===== src/rtl/video_register_raster_irq_defines.svh =====
// Assertion macros for the raster interrupt register block.
`ifndef VIDEO_REGISTER_RASTER_IRQ_DEFINES_SVH
`define VIDEO_REGISTER_RASTER_IRQ_DEFINES_SVH

`ifndef ASSERT_OFF
// Condition that must hold at every clock edge outside reset
`define VRIRQ_ASSERT_ALWAYS(label, clk, rst, cond, msg) \
   label: assert property (@(posedge clk) disable iff (rst) (cond)) else $error(msg);
// Condition in one cycle that implies another in the next cycle
`define VRIRQ_ASSERT_NEXT(label, clk, rst, ante, cons, msg) \
   label: assert property (@(posedge clk) disable iff (rst) (ante) |=> (cons)) else $error(msg);
`else
`define VRIRQ_ASSERT_ALWAYS(label, clk, rst, cond, msg)
`define VRIRQ_ASSERT_NEXT(label, clk, rst, ante, cons, msg)
`endif

`endif


===== src/rtl/vrirq_pkg.sv =====
// Types and constants shared by the raster interrupt register block.
package vrirq_pkg;

   // Request kinds
   typedef enum logic [1:0] {
      REQ_TICK  = 2'd0,
      REQ_READ  = 2'd1,
      REQ_WRITE = 2'd2,
      REQ_HIT   = 2'd3
   } req_kind_type;

   localparam int RegDepth   = 64;
   localparam int AddrWidth  = 6;
   localparam int LineWidth  = 9;
   localparam int CycleWidth = 6;

   // Register offsets with special behaviour
   localparam logic [AddrWidth-1:0] OFS_CTRL     = 6'h11;
   localparam logic [AddrWidth-1:0] OFS_LINE     = 6'h12;
   localparam logic [AddrWidth-1:0] OFS_STATUS   = 6'h19;
   localparam logic [AddrWidth-1:0] OFS_MASK     = 6'h1A;
   localparam logic [AddrWidth-1:0] OFS_SPR_HIT  = 6'h1E;
   localparam logic [AddrWidth-1:0] OFS_BACK_HIT = 6'h1F;

   // Interrupt status codes
   localparam logic [7:0] IRQ_RASTER   = 8'h81;
   localparam logic [7:0] IRQ_SRC_MASK = 8'h07;

   typedef struct packed {
      req_kind_type          req_type;
      logic [AddrWidth-1:0]  reg_addr;
      logic [7:0]            write_data;
      logic [7:0]            sprite_sprite_hits;
      logic [7:0]            sprite_back_hits;
   } req_payload_type;

   typedef struct packed {
      logic [7:0]             read_data;
      logic                   irq_out;
      logic [LineWidth-1:0]   current_line;
      logic [CycleWidth-1:0]  current_cycle;
   } rsp_payload_type;

endpackage


===== src/rtl/vrirq_ram.sv =====
// Generic single-port-write, single-port-read RAM with registered read data.
module vrirq_ram #(
   parameter int WIDTH = 8,
   parameter int DEPTH = 64
) (
   input  logic                     clock,
   input  logic                     wr_en,
   input  logic [$clog2(DEPTH)-1:0] wr_addr,
   input  logic [WIDTH-1:0]         wr_data,
   input  logic                     rd_en,
   input  logic [$clog2(DEPTH)-1:0] rd_addr,
   output logic [WIDTH-1:0]         rd_data
);

   logic [WIDTH-1:0] mem_ff [DEPTH];
   logic [WIDTH-1:0] rd_data_ff;

   // Write port
   always_ff @(posedge clock) begin
      if (wr_en) begin
         mem_ff[wr_addr] <= wr_data;
      end
   end

   // Registered read port, holds while not enabled
   always_ff @(posedge clock) begin
      if (rd_en) begin
         rd_data_ff <= mem_ff[rd_addr];
      end
   end

   assign rd_data = rd_data_ff;

endmodule


===== src/rtl/video_register_raster_irq.sv =====
// A taken request waits in the input register, then moves into the result register.
// One request per cycle unless stalled; the register file RAM is read on acceptance.
// Stalling the result side holds the input register and then stalls the request side.
// Reset (synchronous) clears counters, status, latches and the 64 per-entry valid flags
// at once, so no clearing pass is needed and requests are taken the cycle after reset.
`include "video_register_raster_irq_defines.svh"

module video_register_raster_irq #(
   parameter int CYCLES_PER_LINE = 63,
   parameter int LINES_PER_FRAME = 312
) (
   input  logic                       clock,
   input  logic                       reset,
   input  logic                       req_valid,
   output logic                       req_stall,
   input  vrirq_pkg::req_payload_type req_payload,
   output logic                       rsp_valid,
   input  logic                       rsp_stall,
   output vrirq_pkg::rsp_payload_type rsp_payload
);

   import vrirq_pkg::*;

   localparam logic [CycleWidth:0] CplLimit = (CycleWidth + 1)'(CYCLES_PER_LINE);
   localparam logic [LineWidth:0]  LpfLimit = (LineWidth + 1)'(LINES_PER_FRAME);

   // Pipeline registers
   logic            req_valid_ff;
   req_payload_type req_ff;
   logic            rsp_valid_ff;
   rsp_payload_type rsp_ff, rsp_in;
   logic            advance;
   logic            req_take;

   // Block state
   logic [LineWidth-1:0]  compare_ff, compare_in;
   logic [7:0]            status_ff, status_in;
   logic                  pending_ff, pending_in;
   logic [7:0]            spr_latch_ff, spr_latch_in;
   logic [7:0]            back_latch_ff, back_latch_in;
   logic [LineWidth-1:0]  line_ff, line_in;
   logic [CycleWidth-1:0] cycle_ff, cycle_in;
   logic [7:0]            ctrl_ff, ctrl_in;
   logic [7:0]            line_reg_ff, line_reg_in;
   logic [7:0]            mask_ff, mask_in;

   // Register file RAM, valid flags and last-write bypass
   logic [RegDepth-1:0]  ram_valid_ff;
   logic                 ram_we;
   logic [7:0]           ram_rd_data;
   logic                 byp_valid_ff;
   logic [AddrWidth-1:0] byp_addr_ff;
   logic [7:0]           byp_data_ff;
   logic [7:0]           stored_byte;

   logic [CycleWidth:0]  cyc_inc;
   logic [LineWidth:0]   line_inc;

   // Handshake: the input register drains whenever the result register can take it
   assign advance   = req_valid_ff && (!rsp_valid_ff || !rsp_stall);
   assign req_stall = req_valid_ff && !advance;
   assign req_take  = req_valid && !req_stall;

   vrirq_ram #(
      .WIDTH (8),
      .DEPTH (RegDepth)
   ) u_regfile (
      .clock   (clock),
      .wr_en   (ram_we),
      .wr_addr (req_ff.reg_addr),
      .wr_data (req_ff.write_data),
      .rd_en   (req_take),
      .rd_addr (req_payload.reg_addr),
      .rd_data (ram_rd_data)
   );

   // Stored register byte: newest write wins, never-written entries read zero
   always_comb begin
      if (byp_valid_ff && byp_addr_ff == req_ff.reg_addr) begin
         stored_byte = byp_data_ff;
      end else if (ram_valid_ff[req_ff.reg_addr]) begin
         stored_byte = ram_rd_data;
      end else begin
         stored_byte = 8'h00;
      end
   end

   // Request processing
   always_comb begin
      compare_in    = compare_ff;
      status_in     = status_ff;
      pending_in    = pending_ff;
      spr_latch_in  = spr_latch_ff;
      back_latch_in = back_latch_ff;
      line_in       = line_ff;
      cycle_in      = cycle_ff;
      ctrl_in       = ctrl_ff;
      line_reg_in   = line_reg_ff;
      mask_in       = mask_ff;
      ram_we        = 1'b0;
      rsp_in        = rsp_ff;
      rsp_in.read_data = 8'h00;
      cyc_inc       = {1'b0, cycle_ff} + (CycleWidth + 1)'(1);
      line_inc      = {1'b0, line_ff} + (LineWidth + 1)'(1);

      if (advance) begin
         case (req_ff.req_type)
            REQ_TICK: begin
               if (cyc_inc >= CplLimit) begin
                  cycle_in = '0;
                  if (line_inc >= LpfLimit) begin
                     line_in = '0;
                  end else begin
                     line_in = line_inc[LineWidth-1:0];
                  end
               end else begin
                  cycle_in = cyc_inc[CycleWidth-1:0];
               end
               // mirror the raster line into the line and control registers
               line_reg_in = line_in[7:0];
               ctrl_in     = {line_in[8], ctrl_ff[6:0]};
               if (line_in == compare_ff && mask_ff[0]) begin
                  status_in  = IRQ_RASTER;
                  pending_in = 1'b1;
               end
            end
            REQ_READ: begin
               if (req_ff.reg_addr == OFS_STATUS) begin
                  rsp_in.read_data = status_ff;
               end else if (req_ff.reg_addr == OFS_SPR_HIT) begin
                  rsp_in.read_data = spr_latch_ff;
                  spr_latch_in     = 8'h00;
               end else if (req_ff.reg_addr == OFS_BACK_HIT) begin
                  rsp_in.read_data = back_latch_ff;
                  back_latch_in    = 8'h00;
               end else if (req_ff.reg_addr == OFS_CTRL) begin
                  rsp_in.read_data = ctrl_ff;
               end else if (req_ff.reg_addr == OFS_LINE) begin
                  rsp_in.read_data = line_reg_ff;
               end else if (req_ff.reg_addr == OFS_MASK) begin
                  rsp_in.read_data = mask_ff;
               end else begin
                  rsp_in.read_data = stored_byte;
               end
            end
            REQ_WRITE: begin
               if (req_ff.reg_addr == OFS_STATUS) begin
                  // acknowledge: clear written bits, drop the line when no source is left
                  status_in = status_ff & ~req_ff.write_data;
                  if ((status_in & IRQ_SRC_MASK) == 8'h00) begin
                     status_in  = 8'h00;
                     pending_in = 1'b0;
                  end
               end else if (req_ff.reg_addr == OFS_SPR_HIT) begin
                  spr_latch_in = req_ff.write_data;
               end else if (req_ff.reg_addr == OFS_BACK_HIT) begin
                  back_latch_in = req_ff.write_data;
               end else begin
                  ram_we = 1'b1;
                  if (req_ff.reg_addr == OFS_CTRL) begin
                     ctrl_in    = req_ff.write_data;
                     compare_in = {req_ff.write_data[7], compare_ff[7:0]};
                  end
                  if (req_ff.reg_addr == OFS_LINE) begin
                     line_reg_in = req_ff.write_data;
                     compare_in  = {compare_ff[8], req_ff.write_data};
                  end
                  if (req_ff.reg_addr == OFS_MASK) begin
                     mask_in = req_ff.write_data;
                  end
               end
            end
            REQ_HIT: begin
               spr_latch_in  = spr_latch_ff | req_ff.sprite_sprite_hits;
               back_latch_in = back_latch_ff | req_ff.sprite_back_hits;
            end
            default: begin
            end
         endcase
         rsp_in.irq_out       = pending_in;
         rsp_in.current_line  = line_in;
         rsp_in.current_cycle = cycle_in;
      end
   end

   // Control state
   always_ff @(posedge clock) begin
      if (reset) begin
         req_valid_ff  <= 1'b0;
         rsp_valid_ff  <= 1'b0;
         compare_ff    <= '0;
         status_ff     <= 8'h00;
         pending_ff    <= 1'b0;
         spr_latch_ff  <= 8'h00;
         back_latch_ff <= 8'h00;
         line_ff       <= '0;
         cycle_ff      <= '0;
         ctrl_ff       <= 8'h00;
         line_reg_ff   <= 8'h00;
         mask_ff       <= 8'h00;
         ram_valid_ff  <= '0;
         byp_valid_ff  <= 1'b0;
      end else begin
         if (req_take) begin
            req_valid_ff <= 1'b1;
         end else if (advance) begin
            req_valid_ff <= 1'b0;
         end
         if (advance) begin
            rsp_valid_ff <= 1'b1;
         end else if (!rsp_stall) begin
            rsp_valid_ff <= 1'b0;
         end
         compare_ff    <= compare_in;
         status_ff     <= status_in;
         pending_ff    <= pending_in;
         spr_latch_ff  <= spr_latch_in;
         back_latch_ff <= back_latch_in;
         line_ff       <= line_in;
         cycle_ff      <= cycle_in;
         ctrl_ff       <= ctrl_in;
         line_reg_ff   <= line_reg_in;
         mask_ff       <= mask_in;
         if (ram_we) begin
            ram_valid_ff[req_ff.reg_addr] <= 1'b1;
            byp_valid_ff                  <= 1'b1;
         end
      end
   end

   // Payload registers
   always_ff @(posedge clock) begin
      if (req_take) begin
         req_ff <= req_payload;
      end
      if (advance) begin
         rsp_ff <= rsp_in;
      end
      if (ram_we) begin
         byp_addr_ff <= req_ff.reg_addr;
         byp_data_ff <= req_ff.write_data;
      end
   end

   assign rsp_valid   = rsp_valid_ff;
   assign rsp_payload = rsp_ff;

   // Checks
   `VRIRQ_ASSERT_ALWAYS(a_pending_status, clock, reset, pending_ff == (status_ff != 8'h00), "interrupt line and status disagree")
   `VRIRQ_ASSERT_ALWAYS(a_counter_range, clock, reset, ({1'b0, cycle_ff} < CplLimit) && ({1'b0, line_ff} < LpfLimit), "raster counter out of range")
   `VRIRQ_ASSERT_NEXT(a_read_data_zero, clock, reset, advance && req_ff.req_type != REQ_READ, rsp_ff.read_data == 8'h00, "read data set for a non-read request")

endmodule


===== config.mk =====
export PLATFORM = sky130hd
export DESIGN_NAME = video_register_raster_irq
export DESIGN_NICKNAME = d
export VERILOG_FILES = /design/src/rtl/vrirq_pkg.sv /design/src/rtl/vrirq_ram.sv /design/src/rtl/video_register_raster_irq.sv
export VERILOG_INCLUDE_DIRS = /design/src /design/src/rtl
export SDC_FILE = /design/constraint.sdc
export NUM_CORES = 1
export LEC_CHECK = 0
export ABC_CLOCK_PERIOD_IN_PS = 5900
export BUFFER_PORTS_ARGS = -buffer_cell sky130_fd_sc_hd__buf_2
export CORE_ASPECT_RATIO = 2
export CORE_MARGIN = 8
export CORE_UTILIZATION = 31
export DETAILED_ROUTE_END_ITERATION = 8
export PLACE_DENSITY = 0.42
export SYNTH_ARGS = -nofsm -noshare
export SYNTH_HDL_FRONTEND = slang
export SYNTH_SLANG_ARGS = --single-unit

===== constraint.sdc =====
create_clock -name clock -period 5.9 [get_ports clock]
set_input_delay 0.59 -clock clock [delete_from_list [all_inputs] [get_ports clock]]
set_output_delay 0.59 -clock clock [all_outputs]
set_load 0.05 [all_outputs]

# ---- After elaboration in Yosys (flattened, before gate mapping)
# Memory sizes are Yosys's and may differ from the RTL's. A register that Yosys moved wholly into a read port is not among the register bits.
# Index checks and enable logic that the tools add are counted.
# Widths: inputs -> output; s select.
dict set report totals {
  reg_bits 210
  ram_bits 512
  output_inout_bits 26
  wordCells 155
  memories 1
}
# memory words width read_ports rd_ports_with_merged_regs wr line
set mem_list {}
lappend mem_list {u_regfile.mem_ff 64 8 1 1 1 vrirq_ram.sv:15} ;# logic [WIDTH-1:0] mem_ff [DEPTH];
dict set report op_classes {
  n_addsub 2
  n_lt_le_gt_ge 4
  eq_ne 25
  n_mux 61
  bitwise_logic 10
  reduce_logical 25
}
# cell n
set op_table {}
lappend op_table {{$mux 8} 30}
lappend op_table {{$or 64x64->64} 1}
lappend op_table {{$pmux 8 s2} 3}
lappend op_table {{$pmux 8 s3} 2}
lappend op_table {{$mux 9} 5}
lappend op_table {{$eq 6x5->1 const B} 6}
lappend op_table {{$reduce_and 6->1} 5}
lappend op_table {{$ne 2x2->1 const B} 13}
lappend op_table {{$mux 1} 16}
lappend op_table {{$or 8x8->8} 2}
lappend op_table {{$reduce_and 7->1} 2}
lappend op_table {{$mux 6} 2}
lappend op_table {{$add 9x1->10 const B} 1}
lappend op_table {{$ge 10x9->1 const B} 1}
lappend op_table {{$eq 9x9->1} 1}
lappend op_table {{$and 8x8->8} 1}
lappend op_table {{$logic_not 8->1} 1}
lappend op_table {{$not 8->8} 1}
lappend op_table {{$reduce_and 8->1} 1}
lappend op_table {{$add 6x1->7 const B} 1}
lappend op_table {{$ge 7x6->1 const B} 1}
lappend op_table {{$lt 6x7->1 const B} 1}
lappend op_table {{$bmux 1 s6} 1}
lappend op_table {{$demux 1 s6} 1}
lappend op_table {{other kinds (14)} 28}

# ---- Depth between registers and ports, before layout
# Gate-level depths: netlist (run 1).
dict set report depth {
  word_depth 10
  mapped_depth 12
}

# ---- By module
# From an unflattened synthesis (run 1), not the netlist that was laid out.
dict set report unflattened {
  hier_cells 2004
  hier_area_um2 29756.0
}
# module instances cells_each area_per_inst_um2
set modules_own_cells {}
lappend modules_own_cells {vrirq_ram 1 972 20270.7}
lappend modules_own_cells {video_register_raster_irq 1 1032 9485.3}

# ---- Worst setup path before layout (run 1)
# No wires, ideal clock.
dict set report synth_timing {
  path_type {input -> register}
  from {input port req_payload[24] (netlist name)}
  to {register u_regfile.rd_data_ff[0] (netlist: u_regfile.rd_data[0]) (read register of u_regfile.mem_ff) (data pin)}
  t_arrival_ps 3094
  path_slack_ps 2534
  path_stages 5
  path_buffers 2
  path_cell_list {clkbuf_1 buf_1 mux4_2 mux4_2 mux4_2}
}
# element line
set synth_rtl {}
lappend synth_rtl {{start, declared} video_register_raster_irq.sv:16} ;# input vrirq_pkg::req_payload_type req_payload,
lappend synth_rtl {{end, declared} vrirq_ram.sv:16} ;# logic [WIDTH-1:0] rd_data_ff;

# ---- Final worst setup path (run 1)
dict set report layout_timing {
  from {register req_ff[26] (netlist name)}
  to {memory u_regfile.mem_ff[43][6], enable pin}
}
dict set report layout_via {
  elab_chain_len 8
}
# element line
set layout_lines {}
lappend layout_lines {{start, declared} video_register_raster_irq.sv:29} ;# req_payload_type req_ff;
lappend layout_lines {{start signal, assigned} video_register_raster_irq.sv:234} ;# req_ff <= req_payload;
lappend layout_lines {{$eq 6x5->1} video_register_raster_irq.sv:156} ;# end else if (req_ff.reg_addr == OFS_BACK_HIT) begin
lappend layout_lines {{$mux 1} video_register_raster_irq.sv:156}
lappend layout_lines {{$mux 1} video_register_raster_irq.sv:154} ;# end else if (req_ff.reg_addr == OFS_SPR_HIT) begin
lappend layout_lines {{$mux 1 *} video_register_raster_irq.sv:147} ;# if (req_ff.reg_addr == OFS_STATUS) begin
lappend layout_lines {{$mux 1 *} video_register_raster_irq.sv:107} ;# case (req_ff.req_type)
lappend layout_lines {{$mux 1 *} video_register_raster_irq.sv:106} ;# if (advance) begin
lappend layout_lines {{named net ram_we} video_register_raster_irq.sv:49} ;# logic ram_we;
lappend layout_lines {{$mux 1 *} vrirq_ram.sv:20} ;# if (wr_en) begin
lappend layout_lines {{$mux 1 (implied by the code) *} vrirq_ram.sv:21} ;# mem_ff[wr_addr] <= wr_data;
lappend layout_lines {{end, declared} vrirq_ram.sv:15}
# The timed path passes the listed nets; every way through them passes the cells marked *.

==> results of run 1 <==
==> cells by family (layout without fill, tap and decap cells) <==
group / Yosys count / after routing / share of synthesized area, %
buffers and inverters: 122 / 250 / 1.63
muxes: 203 / 203 / 14.5
DFF: 730 / 730 / 70.0
other: 1 / 24 / 0.0128
adders and majority gates: 4 / 4 / 0.171
and+or+nand+nor: 447 / 447 / 6.90
AOI/OAI and AO/OA: 292 / 292 / 6.53
xor gates and xnor gates: 12 / 12 / 0.358
==> worst max-delay path, cell delays in order (launching register included) <==
cell and delay, ns:
sky130_fd_sc_hd__edfxtp_1 0.58, sky130_fd_sc_hd__buf_4 0.29, sky130_fd_sc_hd__and2_1 0.25, sky130_fd_sc_hd__nand2_1 0.37, sky130_fd_sc_hd__nand3_1 0.28, sky130_fd_sc_hd__inv_1 0.63
sky130_fd_sc_hd__nand3_1 0.77, sky130_fd_sc_hd__nor2_1 0.93
==> metal layers <==
layer | routed length (um) | vias to the layer above
li1 | - | 7266
met1 | 30100 | 8579
met2 | 53000 | 399
met3 | 3060 | 140
met4 | 4000 | 4
met5 | 27 | -
==> sequential cells by signal, indices dropped and copies added, names as in the netlist <==
name and flops:
line_ff 9, mask_ff 8, u_regfile.mem_ff 512, spr_latch_ff 8
pending_ff 1, compare_ff 9, cycle_ff 6, back_latch_ff 8
rsp_valid 1, line_reg_ff 8, ctrl_ff 8, u_regfile.rd_data 8
byp_valid_ff 1, ram_valid_ff 64, byp_addr_ff 6, rsp_payload 24
byp_data_ff 8, req_ff 32, req_valid_ff 1, status_ff 8
==> cell usage in the layout (no fill, tap or decap), drive strengths merged, types with 5 or more instances in the layout <==
cell and count:
a221oi 9, edfxtp 590, a221o 5, o21a 38
or3 12, nand3 28, a22oi 5, a311oi 11
nand2 136, buf 107, nor2b 13, xor2 6
nand3b 6, inv 19, mux2i 23, nand2b 23
o21ai 64, and3 9, dfxtp 140, o221ai 11
a211oi 11, o211ai 8, or2 6, nor3 12
mux4 176, nor2 174, clkinv 30, conb 24
bufinv 5, nand4 5, clkbuf 86, and2 11
o21ba 8, xnor2 6, a21oi 89
==> through the flow <==
stage,utilization [%],power [mW],setup slack (ns)
2_1_floorplan,-,6.09,2.53
3_3_place_gp,33.2,6.34,1.61
3_5_place_dp,33.2,6.35,1.41
4_1_cts,35.6,10.8,1.42
5_1_grt,35.6,11.0,1.16
6_report,35.6,10.7,1.41
==> worst min path at each step <==
stage	cells after the start	start	slack (ns)	to
floorplan	2	status_ff[4]$_SDFFE_PP0P_	0.41	status_ff[4]$_SDFFE_PP0P_
global placement	2	status_ff[6]$_SDFFE_PP0P_	0.44	status_ff[6]$_SDFFE_PP0P_
detailed placement	2	status_ff[4]$_SDFFE_PP0P_	0.44	status_ff[4]$_SDFFE_PP0P_
CTS	1	req_payload[1]	0.07	req_ff[1]$_DFFE_PP_
global route	1	req_payload[13]	0.09	req_ff[13]$_DFFE_PP_
finish	1	req_payload[21]	0.13	req_ff[21]$_DFFE_PP_
==> final cells by class <==
class / instances / area, um^2
Clock buffer: 85 / 1850
Inverter: 16 / 60.1
Fill cell: 8922 / 60500
Timing Repair Buffer: 108 / 688
Sequential cell: 730 / 20500
Tap cell: 1207 / 1510
Clock inverter: 41 / 360
Multi-Input combinational cell: 982 / 8430
==> power groups by stage <==
stage,Sequential (mW),Combinational [mW],Clock (mW)
CTS,5.64,0.599,4.61
global placement,5.75,0.595,0
floorplan,5.79,0.290,0
finish,5.64,0.579,4.48
detailed placement,5.75,0.599,0
global route,5.64,0.611,4.78
==> results.txt, run 1 <==
Setup violations remaining at the end of the flow were counted as 0. Internal power comes to 8.26 mW. Once layout is complete, the cells apart from fillers number 3,169. The number of placed instances, taps included, is 3,043. Setup repair after global routing left no endpoint under its margin. Among all cell types in the netlist, the one instantiated most often is sky130_fd_sc_hd__edfxtp_1.

The area share of the largest cell type after synthesis came out at 60.4%. The count of boundary I/O pins is 62, and the final-report max-slew violation count is 0. The worst-case IR drop observed on VDD is 0.163 mV. The tools report the type of element launching the critical path as a flop.

The clock transition at the registers of the reported paths is 0.07 ns. Critical path data required time: 6.16 ns. The first global-routing pass estimated 129,000 um of wire.

The combinational fraction of design power is 5.4%, and the proportion of register bits with asynchronous set or reset after synthesis is 0%. Summed over all layers, the routed wires come to 90,200 um. Buffers added to address setup during post-CTS repair amount to 0.

The post-placement cell area came out at 31,200 um^2. In this run, CTS created clock tree buffers numbering 68. The die span in y came out at 451 um. Row generation in the floorplan step produced 159 rows.

The run gives 93,900 um^2 as the total core area. The via density per instance is 5.17. Counting along the longest clock path gives a buffer depth of 3.

The tools report the global-route track usage on met2 as 34.9%. After synthesis, the cell types taking the most area are sky130_fd_sc_hd__edfxtp_1 (60%), sky130_fd_sc_hd__mux4_2 (14%), sky130_fd_sc_hd__dfxtp_1 (9.6%). The post-route fraction of the period consumed by the critical path is 76.2%, and the power density over the cells is 320 nW/um^2. In this run the most used layer during global routing was met2.

Across all register-to-register paths, the minimum setup slack is 1.41 ns. Measured against its own limit, the worst slew margin works out to 15.1%. The endpoint identified for the worst register-to-register timing path is u_regfile.mem_ff[43][6]$_DFFE_PP_. Summing the sequential cell areas from Yosys gives 70.0% of the chip area. Subtracting the final worst setup slack from the clock period gives 4.49 ns. After routing the design area is 33,400 um^2. The width of the die was 234 um; the count of max-cap constraint violations was 0. Ranked by instance count, the synthesized netlist is headed by sky130_fd_sc_hd__edfxtp_1 (590), sky130_fd_sc_hd__mux4_2 (176), sky130_fd_sc_hd__nor2_1 (174).

The via count of the first global-routing pass came out at 17.4k. The dominant register cell in the synthesized netlist was sky130_fd_sc_hd__edfxtp_1. The layout cell share with drive strength beyond 1 is 21.3%. In this run the worst hold path is classified as in -> reg. In this run, the clock network consumes 41.9% of the power.

TritonCTS built the clock tree. The tools report the kind of capture point of the worst setup path as a flop. After synthesis, the netlist uses 74 different library cells. The launching element of the worst setup path was req_ff[26]$_DFFE_PP_.

Mean cell area of the mapped netlist: 16.2 um^2. Static timing analysis puts the maximum clock frequency at 223 MHz. The switching power as a share of total power came out at 22.7%.

Setup total negative slack on the finished layout was measured at 0 ns. The net load switching power is 2.43 mW, and the met1 demand-to-capacity share in global routing is 16.4%. The gate count after technology mapping is 1,811, and the number of register bits inferred by synthesis is 730. The insertion delay of the later-clocked pin in the worst-skew pair is 0.64 ns, and the worst-margin pin slew is 1.27 ns. Summing over every cut layer, the via total after detailed routing is 16.4k.

The run finished with clean final reports. The net count of the finished layout is 1,946. The tools report the number of gates resized after cts as 0. Routability-driven placement finished with a final weighted congestion of 0.877. Root buffer cell: sky130_fd_sc_hd__clkbuf_16.

The last element of the critical path was u_regfile.mem_ff[43][6]$_DFFE_PP_. Startpoint of the lowest-slack register-to-register path: req_ff[26]$_DFFE_PP_. After detailed routing, the average wire length per cell comes to 28.5 um.

The tools report the number of antenna violations at the first check in global routing as 4. The number of DRC violations after detailed-routing iteration 0 was 1,087; the count of hold buffers inserted by post-cts repair was 0. The maximum fanout along the worst path works out to 19. CTS built an H-tree with a depth of 3.

The largest total area in the synthesized netlist belongs to sky130_fd_sc_hd__edfxtp_1. For this run, the detailed router's first-pass iteration total came to 5. The layout overhead on the synthesized area works out to 13.9%.

In the routed design, unresolved DRC markers number 0. The run gives 0 as the final hold violation count. The mapped netlist covers 29,300 um^2. Port buffering added 61 buffers. The tools report the final antenna-violating net count as 0. The tools report the maximum clock skew at final layout as 0.0239 ns. The tools report the number of clock sinks seen by CTS as 730.

For the area of the die, the log shows 105,000 um^2. The number of enable flip-flop cells after synthesis came out at 590. The initial utilization of the core area, before any placement, comes to 31.2%. Summed over all layers, the global routing overflow is 0. The HPWL after detailed placement is 61,800 um.

The tightest hold path in the finished design has a slack of 0.129 ns. At the worst endpoint, the arrival time is 4.76 ns. Global routing used 17.2% of the available tracks across all layers. The logs give 70 for the pin count of the biggest net entering global routing and 0 for the total number of yosys warnings. Counting cells, the worst reg-to-reg path comes to 7. The critical path is of the reg -> reg type. For the antenna diode count, the log shows 0. The met3 routing resource usage after global routing was 2.73%.

For this design the static power due to leakage is 10.6 nW. The share of total power dissipated in sequential elements is 52.7%.
(Power assumes the default switching activity.)
==> inputs of run 2 (changes only) <==
--- a/config.mk
+++ b/config.mk
@@ -6,7 +6,7 @@
 export SDC_FILE = /design/constraint.sdc
 export NUM_CORES = 1
 export LEC_CHECK = 0
-export ABC_CLOCK_PERIOD_IN_PS = 5900
+export ABC_CLOCK_PERIOD_IN_PS = 4600
 export BUFFER_PORTS_ARGS = -buffer_cell sky130_fd_sc_hd__buf_2
 export CORE_ASPECT_RATIO = 2
 export CORE_MARGIN = 8
==> constraint.sdc (replaced) <==
create_clock -name clock -period 4.6 [get_ports clock]
set_input_delay 0.46 -clock clock [delete_from_list [all_inputs] [get_ports clock]]
set_output_delay 0.46 -clock clock [all_outputs]
set_load 0.05 [all_outputs]
==> run 2 against run 1 <==
  * Worst setup slack got worse by 0.70 ns
  * First-iteration DRC count fell by 0.18%
  * Flip-flop and latch count did not move
  * Utilization rose by 0.80 points
  * Via count rose by 0.45%
  * Hold slack got worse by 0.048 ns
  * Largest cell class unchanged
==> results.txt, run 2 (synthesized netlist as in run 1, its figures left out) <==
The logs give 0 (unchanged) for the final-report max-slew violation count and 0.249 mV (was 0.163 mV) for the largest voltage drop on the vdd net. For the initial core utilization, the log shows 31.2% (unchanged). The final antenna-violating net count is 0 (unchanged). Overall power consumption: 13.9 mW (was 10.7 mW). The routed via count came out at 16.5k (was 16.4k).

For the final standard cell count with taps included and fillers excluded, the log shows 3,246 (was 3,169). The tools report the pin count of the biggest net entering global routing as 71 (was 70). Detailed-placement wirelength estimate: 60,600 um (was 61,800 um). Normalized max-slew margin: 11.8% (was 15.1%).

The register with the highest flop count is u_regfile.mem_ff (unchanged). The type of the setup path with the least slack is reg -> reg (unchanged). The global-route wire length before repair is 126,000 um (was 129,000 um).

The worst slack on hold paths is 0.0812 ns (was 0.129 ns). The site row count was 159 (unchanged); the logic depth of the worst register-to-register path was 11 (was 7). The tools report the number of filler instances in the final layout as 8,877 (was 8,922). The via density per instance is 5.07 (was 5.17). Setup repair after global routing left no endpoint under its margin. The post-CTS setup repair buffer count was 0 (unchanged); the area of the die was 105,000 um^2 (unchanged).

The worst slack after detailed placement came out at 0.713 ns (was 1.41 ns). The worst hold path class is in -> reg (unchanged). Launch point of the worst hold path: rsp_stall (was req_payload[21]).

The run gives 34,200 um^2 (was 33,400 um^2) as the final instance area. TritonCTS built the clock tree. The type of element launching the critical path is a flop (unchanged). The logs give 0.65 ns (was 0.64 ns) for the insertion delay of the later-clocked pin in the worst-skew pair and 0.70 ns (was 1.41 ns) for the worst-case register-to-register setup slack.

The layout overhead on the synthesized area was 16.5% (was 13.9%); the data arrival time of the critical path was 4.37 ns (was 4.76 ns). The tools report the number of DRC violations after detailed-routing iteration 0 as 1,085 (was 1,087). The global placer's final weighted congestion was 0.861 (was 0.877); the wire length per cell was 26.9 um (was 28.5 um). Most frequent cells in the layout: sky130_fd_sc_hd__edfxtp_1 (590), sky130_fd_sc_hd__mux4_2 (176), sky130_fd_sc_hd__nor2_1 (174), sky130_fd_sc_hd__dfxtp_1 (140), sky130_fd_sc_hd__nand2_1 (136) (unchanged). The power density over the cells is 406 nW/um^2 (was 320 nW/um^2), and the aggregate routed wire length is 87,400 um (was 90,200 um). The count of input and output buffers was 61 (unchanged); the count of max-cap constraint violations was 0 (unchanged). The die span in y came out at 451 um (unchanged). Post-route fraction of the period consumed by the critical path: 84.8% (was 76.2%). Setup violation total in the final timing report: 0 (unchanged). The kind of capture point of the worst setup path is a flop (unchanged). The overflow left after global routing was 0 (unchanged). The final hold violation count is 0 (unchanged). For the critical path data required time, the log shows 5.07 ns (was 6.16 ns). Largest registers ranked by flip-flop count: u_regfile.mem_ff (512), ram_valid_ff (64), req_ff (32) (unchanged). The tools report the count of boundary I/O pins as 62 (unchanged). The tools report the utilization after layout as 36.4% (was 35.6%).

The worst-margin pin slew is 1.32 ns (was 1.27 ns). The run gives 4 (unchanged) as the number of antenna violations at the first check in global routing. The post-placement cell area is 31,600 um^2 (was 31,200 um^2), and the first-pass detailed-route iteration total is 5 (unchanged). The tools report the global-route usage over all layers as 16.7% (was 17.2%). The layout cell share with drive strength beyond 1 was 22.7% (was 21.3%). The number of remaining DRC errors is 0 (unchanged). The tools report the end point of the worst hold path as rsp_valid$_SDFFE_PP0P_ (was req_ff[21]$_DFFE_PP_). The sum of negative setup slack is 0 ns (unchanged).

The static leakage is 11.0 nW (was 10.6 nW). Startpoint of the lowest-slack register-to-register path: cycle_ff[0]$_SDFFE_PP0P_ (was req_ff[26]$_DFFE_PP_). The flip-flop count of the largest register, all copies and words added was 512 (unchanged). The number of H-tree levels was 3 (unchanged); the number of nets at the end of the flow was 2,023 (was 1,946).

The maximum fanout along the worst path was 11 (was 19). The capture point of the worst reg-to-reg path is status_ff[6]$_SDFFE_PP0P_ (was u_regfile.mem_ff[43][6]$_DFFE_PP_). The logs give 256 MHz (was 223 MHz) for the highest clock rate and 730 (unchanged) for the number of clock sinks seen by CTS. The run gives 93,900 um^2 (unchanged) as the total core area. The commonest non-fill, non-tap cell in the layout was sky130_fd_sc_hd__edfxtp_1 (unchanged).

Via count of the first global-routing pass: 17.6k (was 17.4k). The time the final worst path needs with I/O delays and setup is 3.90 ns (was 4.49 ns), and the maximum clock skew at final layout is 0.0205 ns (was 0.0239 ns). The width of the die was 234 um (unchanged).

The run gives 68 (unchanged) as the total clock buffers created by CTS. The run finished with clean final reports. The cell count after placement is 3,093 (was 3,043).

The tools report the final critical-path setup slack as 0.701 ns (was 1.41 ns). Maximum buffer depth of the clock tree: 3 (unchanged). Clock transition at the registers of the reported paths: 0.07 ns (about the same). The root buffer cell is sky130_fd_sc_hd__clkbuf_16 (unchanged). The hold-critical path depth came out at 3 (was 1).
==> run 2: area by class of cell <==
class	count	area [um^2]	share of cell area, %
Multi-Input combinational cell	982	8430	24.7
Clock inverter	34	397	1.16
Timing Repair Buffer	185	1370	4.01
Tap cell	1207	1510	4.42
Inverter	16	60.1	0.176
Clock buffer	91	1870	5.49
Sequential cell	730	20500	60.1
Antenna cell	1	2.50	0.00732
==> run 2: worst max path at each step <==
stage,startpoint,endpoint,slack [ns]
floorplan,req_payload[24],u_regfile.rd_data[0]$_DFFE_PP_,1.36
global placement,cycle_ff[0]$_SDFFE_PP0P_,status_ff[4]$_SDFFE_PP0P_,0.73
detailed placement,cycle_ff[0]$_SDFFE_PP0P_,status_ff[6]$_SDFFE_PP0P_,0.71
CTS,cycle_ff[0]$_SDFFE_PP0P_,status_ff[6]$_SDFFE_PP0P_,0.68
global route,cycle_ff[0]$_SDFFE_PP0P_,status_ff[5]$_SDFFE_PP0P_,0.44
finish,cycle_ff[0]$_SDFFE_PP0P_,status_ff[6]$_SDFFE_PP0P_,0.70
==> run 2: report_power, final <==
group / internal, mW / total [mW] / switching (mW)
Combinational: 0.267 / 0.738 / 0.471
Clock: 3.34 / 5.90 / 2.56
Sequential: 7.20 / 7.24 / 0.0456
Total: 10.8 / 13.9 / 3.08
==> run 2: timing repair <==
action	CTS	global route
resized for setup	0	0
hold endpoints to repair	27	0
hold buffers	27	0
==> run 2: metal layers <==
| metal | up-vias | GRT usage (%) | share of wire (%) |
|---|---|---|---|
| met3 | 134 | 2.30 | 3.1 |
| li1 | 7408 | - | - |
| met1 | 8544 | 16.0 | 33 |
| met4 | 2 | 8.48 | 4.9 |
| met5 | - | 0 | 0.015 |
| met2 | 374 | 33.5 | 59 |
==> run 2: critical path, stage by stage (launching register included) <==
cell	delay, ns
sky130_fd_sc_hd__dfxtp_1	0.47
sky130_fd_sc_hd__inv_1	0.08
sky130_fd_sc_hd__ha_1	0.32
sky130_fd_sc_hd__o21bai_1	0.33
sky130_fd_sc_hd__nand3_1	0.28
sky130_fd_sc_hd__o21ai_2	0.50
sky130_fd_sc_hd__o21ai_1	0.13
sky130_fd_sc_hd__a221o_1	0.36
sky130_fd_sc_hd__or3_1	0.39
sky130_fd_sc_hd__nand4b_4	0.24
sky130_fd_sc_hd__o21ai_1	0.45
sky130_fd_sc_hd__a311oi_1	0.17
==> inputs of run 3 (changes only) <==
--- a/config.mk
+++ b/config.mk
@@ -6,13 +6,13 @@
 export SDC_FILE = /design/constraint.sdc
 export NUM_CORES = 1
 export LEC_CHECK = 0
-export ABC_CLOCK_PERIOD_IN_PS = 4600
+export ABC_CLOCK_PERIOD_IN_PS = 3340
 export BUFFER_PORTS_ARGS = -buffer_cell sky130_fd_sc_hd__buf_2
 export CORE_ASPECT_RATIO = 2
 export CORE_MARGIN = 8
 export CORE_UTILIZATION = 31
 export DETAILED_ROUTE_END_ITERATION = 8
-export PLACE_DENSITY = 0.42
+export PLACE_DENSITY = 0.44
 export SYNTH_ARGS = -nofsm -noshare
 export SYNTH_HDL_FRONTEND = slang
 export SYNTH_SLANG_ARGS = --single-unit
==> constraint.sdc (replaced) <==
create_clock -name clock -period 3.34 [get_ports clock]
set_input_delay 0.334 -clock clock [delete_from_list [all_inputs] [get_ports clock]]
set_output_delay 0.334 -clock clock [all_outputs]
set_load 0.05 [all_outputs]
==> run 3 against run 2 <==
  * Clock skew increased by 0.0068 ns
  * Final area increased by 1.0%
  * Hold slack better by 0.019 ns
  * Global-route usage down 0.27 points
  * Count of clock-buffer cells in the layout fell by 2
  * Flip-flop and latch count did not move
  * Critical path depth unchanged
  * Fmax grew 25%
  * Cell count increased by 1.6%
==> results.txt, run 3 (synthesized netlist as in run 1, its figures left out) <==
The flow ran to the end, and the final reports show no timing, DRC or antenna violations. The layout overhead on the synthesized area is 17.7% (was 16.5%). The tools report the first-pass detailed-route iteration total as 5 (unchanged).

The flip-flop count of the largest register, all copies and words added works out to 512 (unchanged). The worst hold path class is in -> reg (unchanged). The final instance area was 34,500 um^2 (was 34,200 um^2); the clock transition at the registers of the reported paths was 0.07 ns (about the same).

The die span in y was 451 um (unchanged); the sum of negative setup slack was 0 ns (unchanged). The run gives 2,078 (was 2,023) as the number of nets at the end of the flow. The time the final worst path needs with I/O delays and setup is 3.12 ns (was 3.90 ns). The power density over the cells was 539 nW/um^2 (was 406 nW/um^2).

The aggregate routed wire length came out at 86,300 um (was 87,400 um). For the static leakage, the log shows 11.3 nW (was 11.0 nW). The maximum clock skew at final layout is 0.0273 ns (was 0.0205 ns). The number of H-tree levels was 3 (unchanged). The normalized max-slew margin is 40.2% (was 11.8%), and the logic depth of the worst register-to-register path is 11 (unchanged). The clock power share was 40.9% (was 42.5%); the global placer's final weighted congestion was 0.857 (was 0.861). The tools report the launch point of the worst hold path as req_payload[29] (was rsp_stall).

TritonCTS built the clock tree. The run gives 18.6 mW (was 13.9 mW) as the overall power consumption. For the post-placement cell area, the log shows 32,100 um^2 (was 31,600 um^2). For the number of DRC violations after detailed-routing iteration 0, the log shows 846 (was 1,085).

The run gives 16.4% (was 16.7%) as the global-route usage over all layers. The worst-case register-to-register setup slack was 0.22 ns (was 0.70 ns). For the net load switching power, the log shows 4.12 mW (was 3.08 mW). The run gives 62 (unchanged) as the count of boundary I/O pins. The via density per instance came out at 5.03 (was 5.07).

Type of element launching the critical path: a flop (unchanged). Most frequent cells in the layout: sky130_fd_sc_hd__edfxtp_1 (590), sky130_fd_sc_hd__mux4_2 (176), sky130_fd_sc_hd__nor2_1 (174), sky130_fd_sc_hd__buf_4 (147), sky130_fd_sc_hd__dfxtp_1 (140) (was sky130_fd_sc_hd__edfxtp_1 (590), sky130_fd_sc_hd__mux4_2 (176), sky130_fd_sc_hd__nor2_1 (174), sky130_fd_sc_hd__dfxtp_1 (140), sky130_fd_sc_hd__nand2_1 (136)). Type of the setup path with the least slack: reg -> reg (unchanged). For the initial core utilization, the log shows 31.2% (unchanged).

The switching power as a share of total power was 22.1% (was 22.2%); the maximum fanout along the worst path was 11 (unchanged). Highest clock rate: 321 MHz (was 256 MHz). The run gives 0 (unchanged) as the setup violation total in the final timing report. The register with the highest flop count was u_regfile.mem_ff (unchanged).

The final antenna-violating net count was 0 (unchanged). Insertion delay of the later-clocked pin in the worst-skew pair: 0.63 ns (was 0.65 ns). Worst slack on hold paths: 0.100 ns (was 0.0812 ns).

The capture point of the worst reg-to-reg path is rsp_payload[22]$_SDFFCE_PN0P_ (was status_ff[6]$_SDFFE_PP0P_). The tools report the kind of capture point of the worst setup path as a flop (unchanged). Largest registers ranked by flip-flop count: u_regfile.mem_ff (512), ram_valid_ff (64), req_ff (32) (unchanged). The detailed-placement wirelength estimate is 61,300 um (was 60,600 um). The commonest non-fill, non-tap cell in the layout was sky130_fd_sc_hd__edfxtp_1 (unchanged).

The sequential share of power was 53.5% (was 52.2%). The logs give 0 (unchanged) for the number of remaining DRC errors and 17.9k (was 17.6k) for the via count of the first global-routing pass. The logs give 159 (unchanged) for the site row count and 0.340 mV (was 0.249 mV) for the largest voltage drop on the vdd net.

Setup repair after global routing left no endpoint under its margin. The critical path data required time came out at 3.73 ns (was 5.07 ns). The layout cell share with drive strength beyond 1 works out to 24.7% (was 22.7%). The number of antenna violations at the first check in global routing was 3 (was 4); the count of max-cap constraint violations was 0 (unchanged). The pin count of the biggest net entering global routing was 70 (was 71); the hold-critical path depth was 1 (was 3). The data arrival time of the critical path was 3.50 ns (was 4.37 ns); the total internal power was 14.5 mW (was 10.8 mW). The logs give 66 (was 68) for the total clock buffers created by CTS and 105,000 um^2 (unchanged) for the area of the die.

The root buffer cell was sky130_fd_sc_hd__clkbuf_16 (unchanged). For the final hold violation count, the log shows 0 (unchanged). The startpoint of the lowest-slack register-to-register path is req_ff[24]$_DFFE_PP_ (was cycle_ff[0]$_SDFFE_PP0P_). The routed via count is 16.6k (was 16.5k), and the worst-margin pin slew is 0.895 ns (was 1.32 ns). The tools report the global-route wire length before repair as 125,000 um (was 126,000 um). The post-route fraction of the period consumed by the critical path came out at 93.3% (was 84.8%).

The tools report the end point of the worst hold path as req_ff[29]$_DFFE_PP_ (was rsp_valid$_SDFFE_PP0P_). The wire length per cell works out to 26.2 um (was 26.9 um). The number of clock sinks seen by CTS is 730 (unchanged), and the final-report max-slew violation count is 0 (unchanged).

The logs give 0 (unchanged) for the overflow left after global routing and 93,900 um^2 (unchanged) for the total core area. The combinational fraction of design power was 5.6% (was 5.3%); the maximum buffer depth of the clock tree was 3 (unchanged). The width of the die was 234 um (unchanged); the count of input and output buffers was 61 (unchanged).
==> run 3: cell types whose count changed in the layout (fill, tap and decap cells not counted), sizes merged <==
cell	delta
buf	+56
bufinv	-3
clkbuf	-2
clkinv	+2
clkinvlp	-2
dlygate4sd3	+1
==> run 3: timing repair <==
action,4_1_cts,5_1_grt
hold endpoints to repair,28,0
resized for setup,0,6
setup buffers,0,0
hold buffers,28,0
setup endpoints to repair,0,14
==> run 3: area by class of cell <==
| cell class | count | area, um^2 |
|---|---|---|
| diodes | 1 | 2.50 |
| flip-flops and latches | 730 | 20500 |
| inverters | 16 | 60.1 |
| clock inverters | 31 | 319 |
| fillers | 8787 | 59400 |
| multi-input cells | 982 | 8460 |
| clock buffers | 89 | 1800 |
| well taps | 1207 | 1510 |
| repair buffers | 242 | 1850 |
==> run 3: metal layers <==
metal	GRT usage [%]	share of wire, %	up-vias	wire length, um
met5	0	0.031	-	27
met4	9.29	5.9	4	5120
met3	2.25	3.0	154	2620
met2	33.1	58	331	50200
met1	15.3	33	8585	28400
li1	-	-	7521	-
==> run 3: metrics by stage <==
stage	instances	util, %	worst slack [ns]
3_3_place_gp	3149	34.2	0.170
3_5_place_dp	3149	34.2	0.134
5_1_grt	3297	36.8	0.00501
4_1_cts	3297	36.7	0.125
2_1_floorplan	1834	-	0.133
6_report	3298	36.8	0.225
==> run 3: worst max-delay path by stage <==
| stage | from | to | slack, ns | cells after the start |
|---|---|---|---|---|
| 5_1_grt | req_ff[24]$_DFFE_PP_ | mask_ff[6]$_SDFFE_PP0P_ | 0.005 | 9 |
| 2_1_floorplan | rsp_valid$_SDFFE_PP0P_ | req_ff[0]$_DFFE_PP_ | 0.13 | 2 |
| 3_3_place_gp | req_ff[24]$_DFFE_PP_ | rsp_payload[20]$_SDFFCE_PN0P_ | 0.17 | 11 |
| 4_1_cts | req_ff[24]$_DFFE_PP_ | rsp_payload[22]$_SDFFCE_PN0P_ | 0.12 | 11 |
| 6_report | req_ff[24]$_DFFE_PP_ | rsp_payload[22]$_SDFFCE_PN0P_ | 0.22 | 11 |
| 3_5_place_dp | req_ff[24]$_DFFE_PP_ | rsp_payload[22]$_SDFFCE_PN0P_ | 0.13 | 11 |
==> run 3: worst max-delay path: stages (launching register included) <==
cell and delay [ns]:
sky130_fd_sc_hd__edfxtp_1 0.46, sky130_fd_sc_hd__buf_4 0.25, sky130_fd_sc_hd__mux4_2 0.51, sky130_fd_sc_hd__mux2i_1 0.21, sky130_fd_sc_hd__o22a_1 0.19, sky130_fd_sc_hd__o21ai_0 0.09, sky130_fd_sc_hd__nor4_2 0.21, sky130_fd_sc_hd__buf_4 0.16
sky130_fd_sc_hd__nor2_1 0.12, sky130_fd_sc_hd__a221oi_1 0.30, sky130_fd_sc_hd__o21ai_0 0.18, sky130_fd_sc_hd__o21ba_2 0.22
==> run 3: power groups by stage <==
| stage | Sequential [mW] | Combinational [mW] | Clock [mW] |
|---|---|---|---|
| after floorplan | 10.2 | 0.513 | 0 |
| after global placement | 10.2 | 1.03 | 0 |
| after detailed placement | 10.2 | 1.04 | 0 |
| after CTS | 9.95 | 1.07 | 7.87 |
| after global routing | 9.96 | 1.10 | 8.14 |
| final | 9.95 | 1.04 | 7.62 |
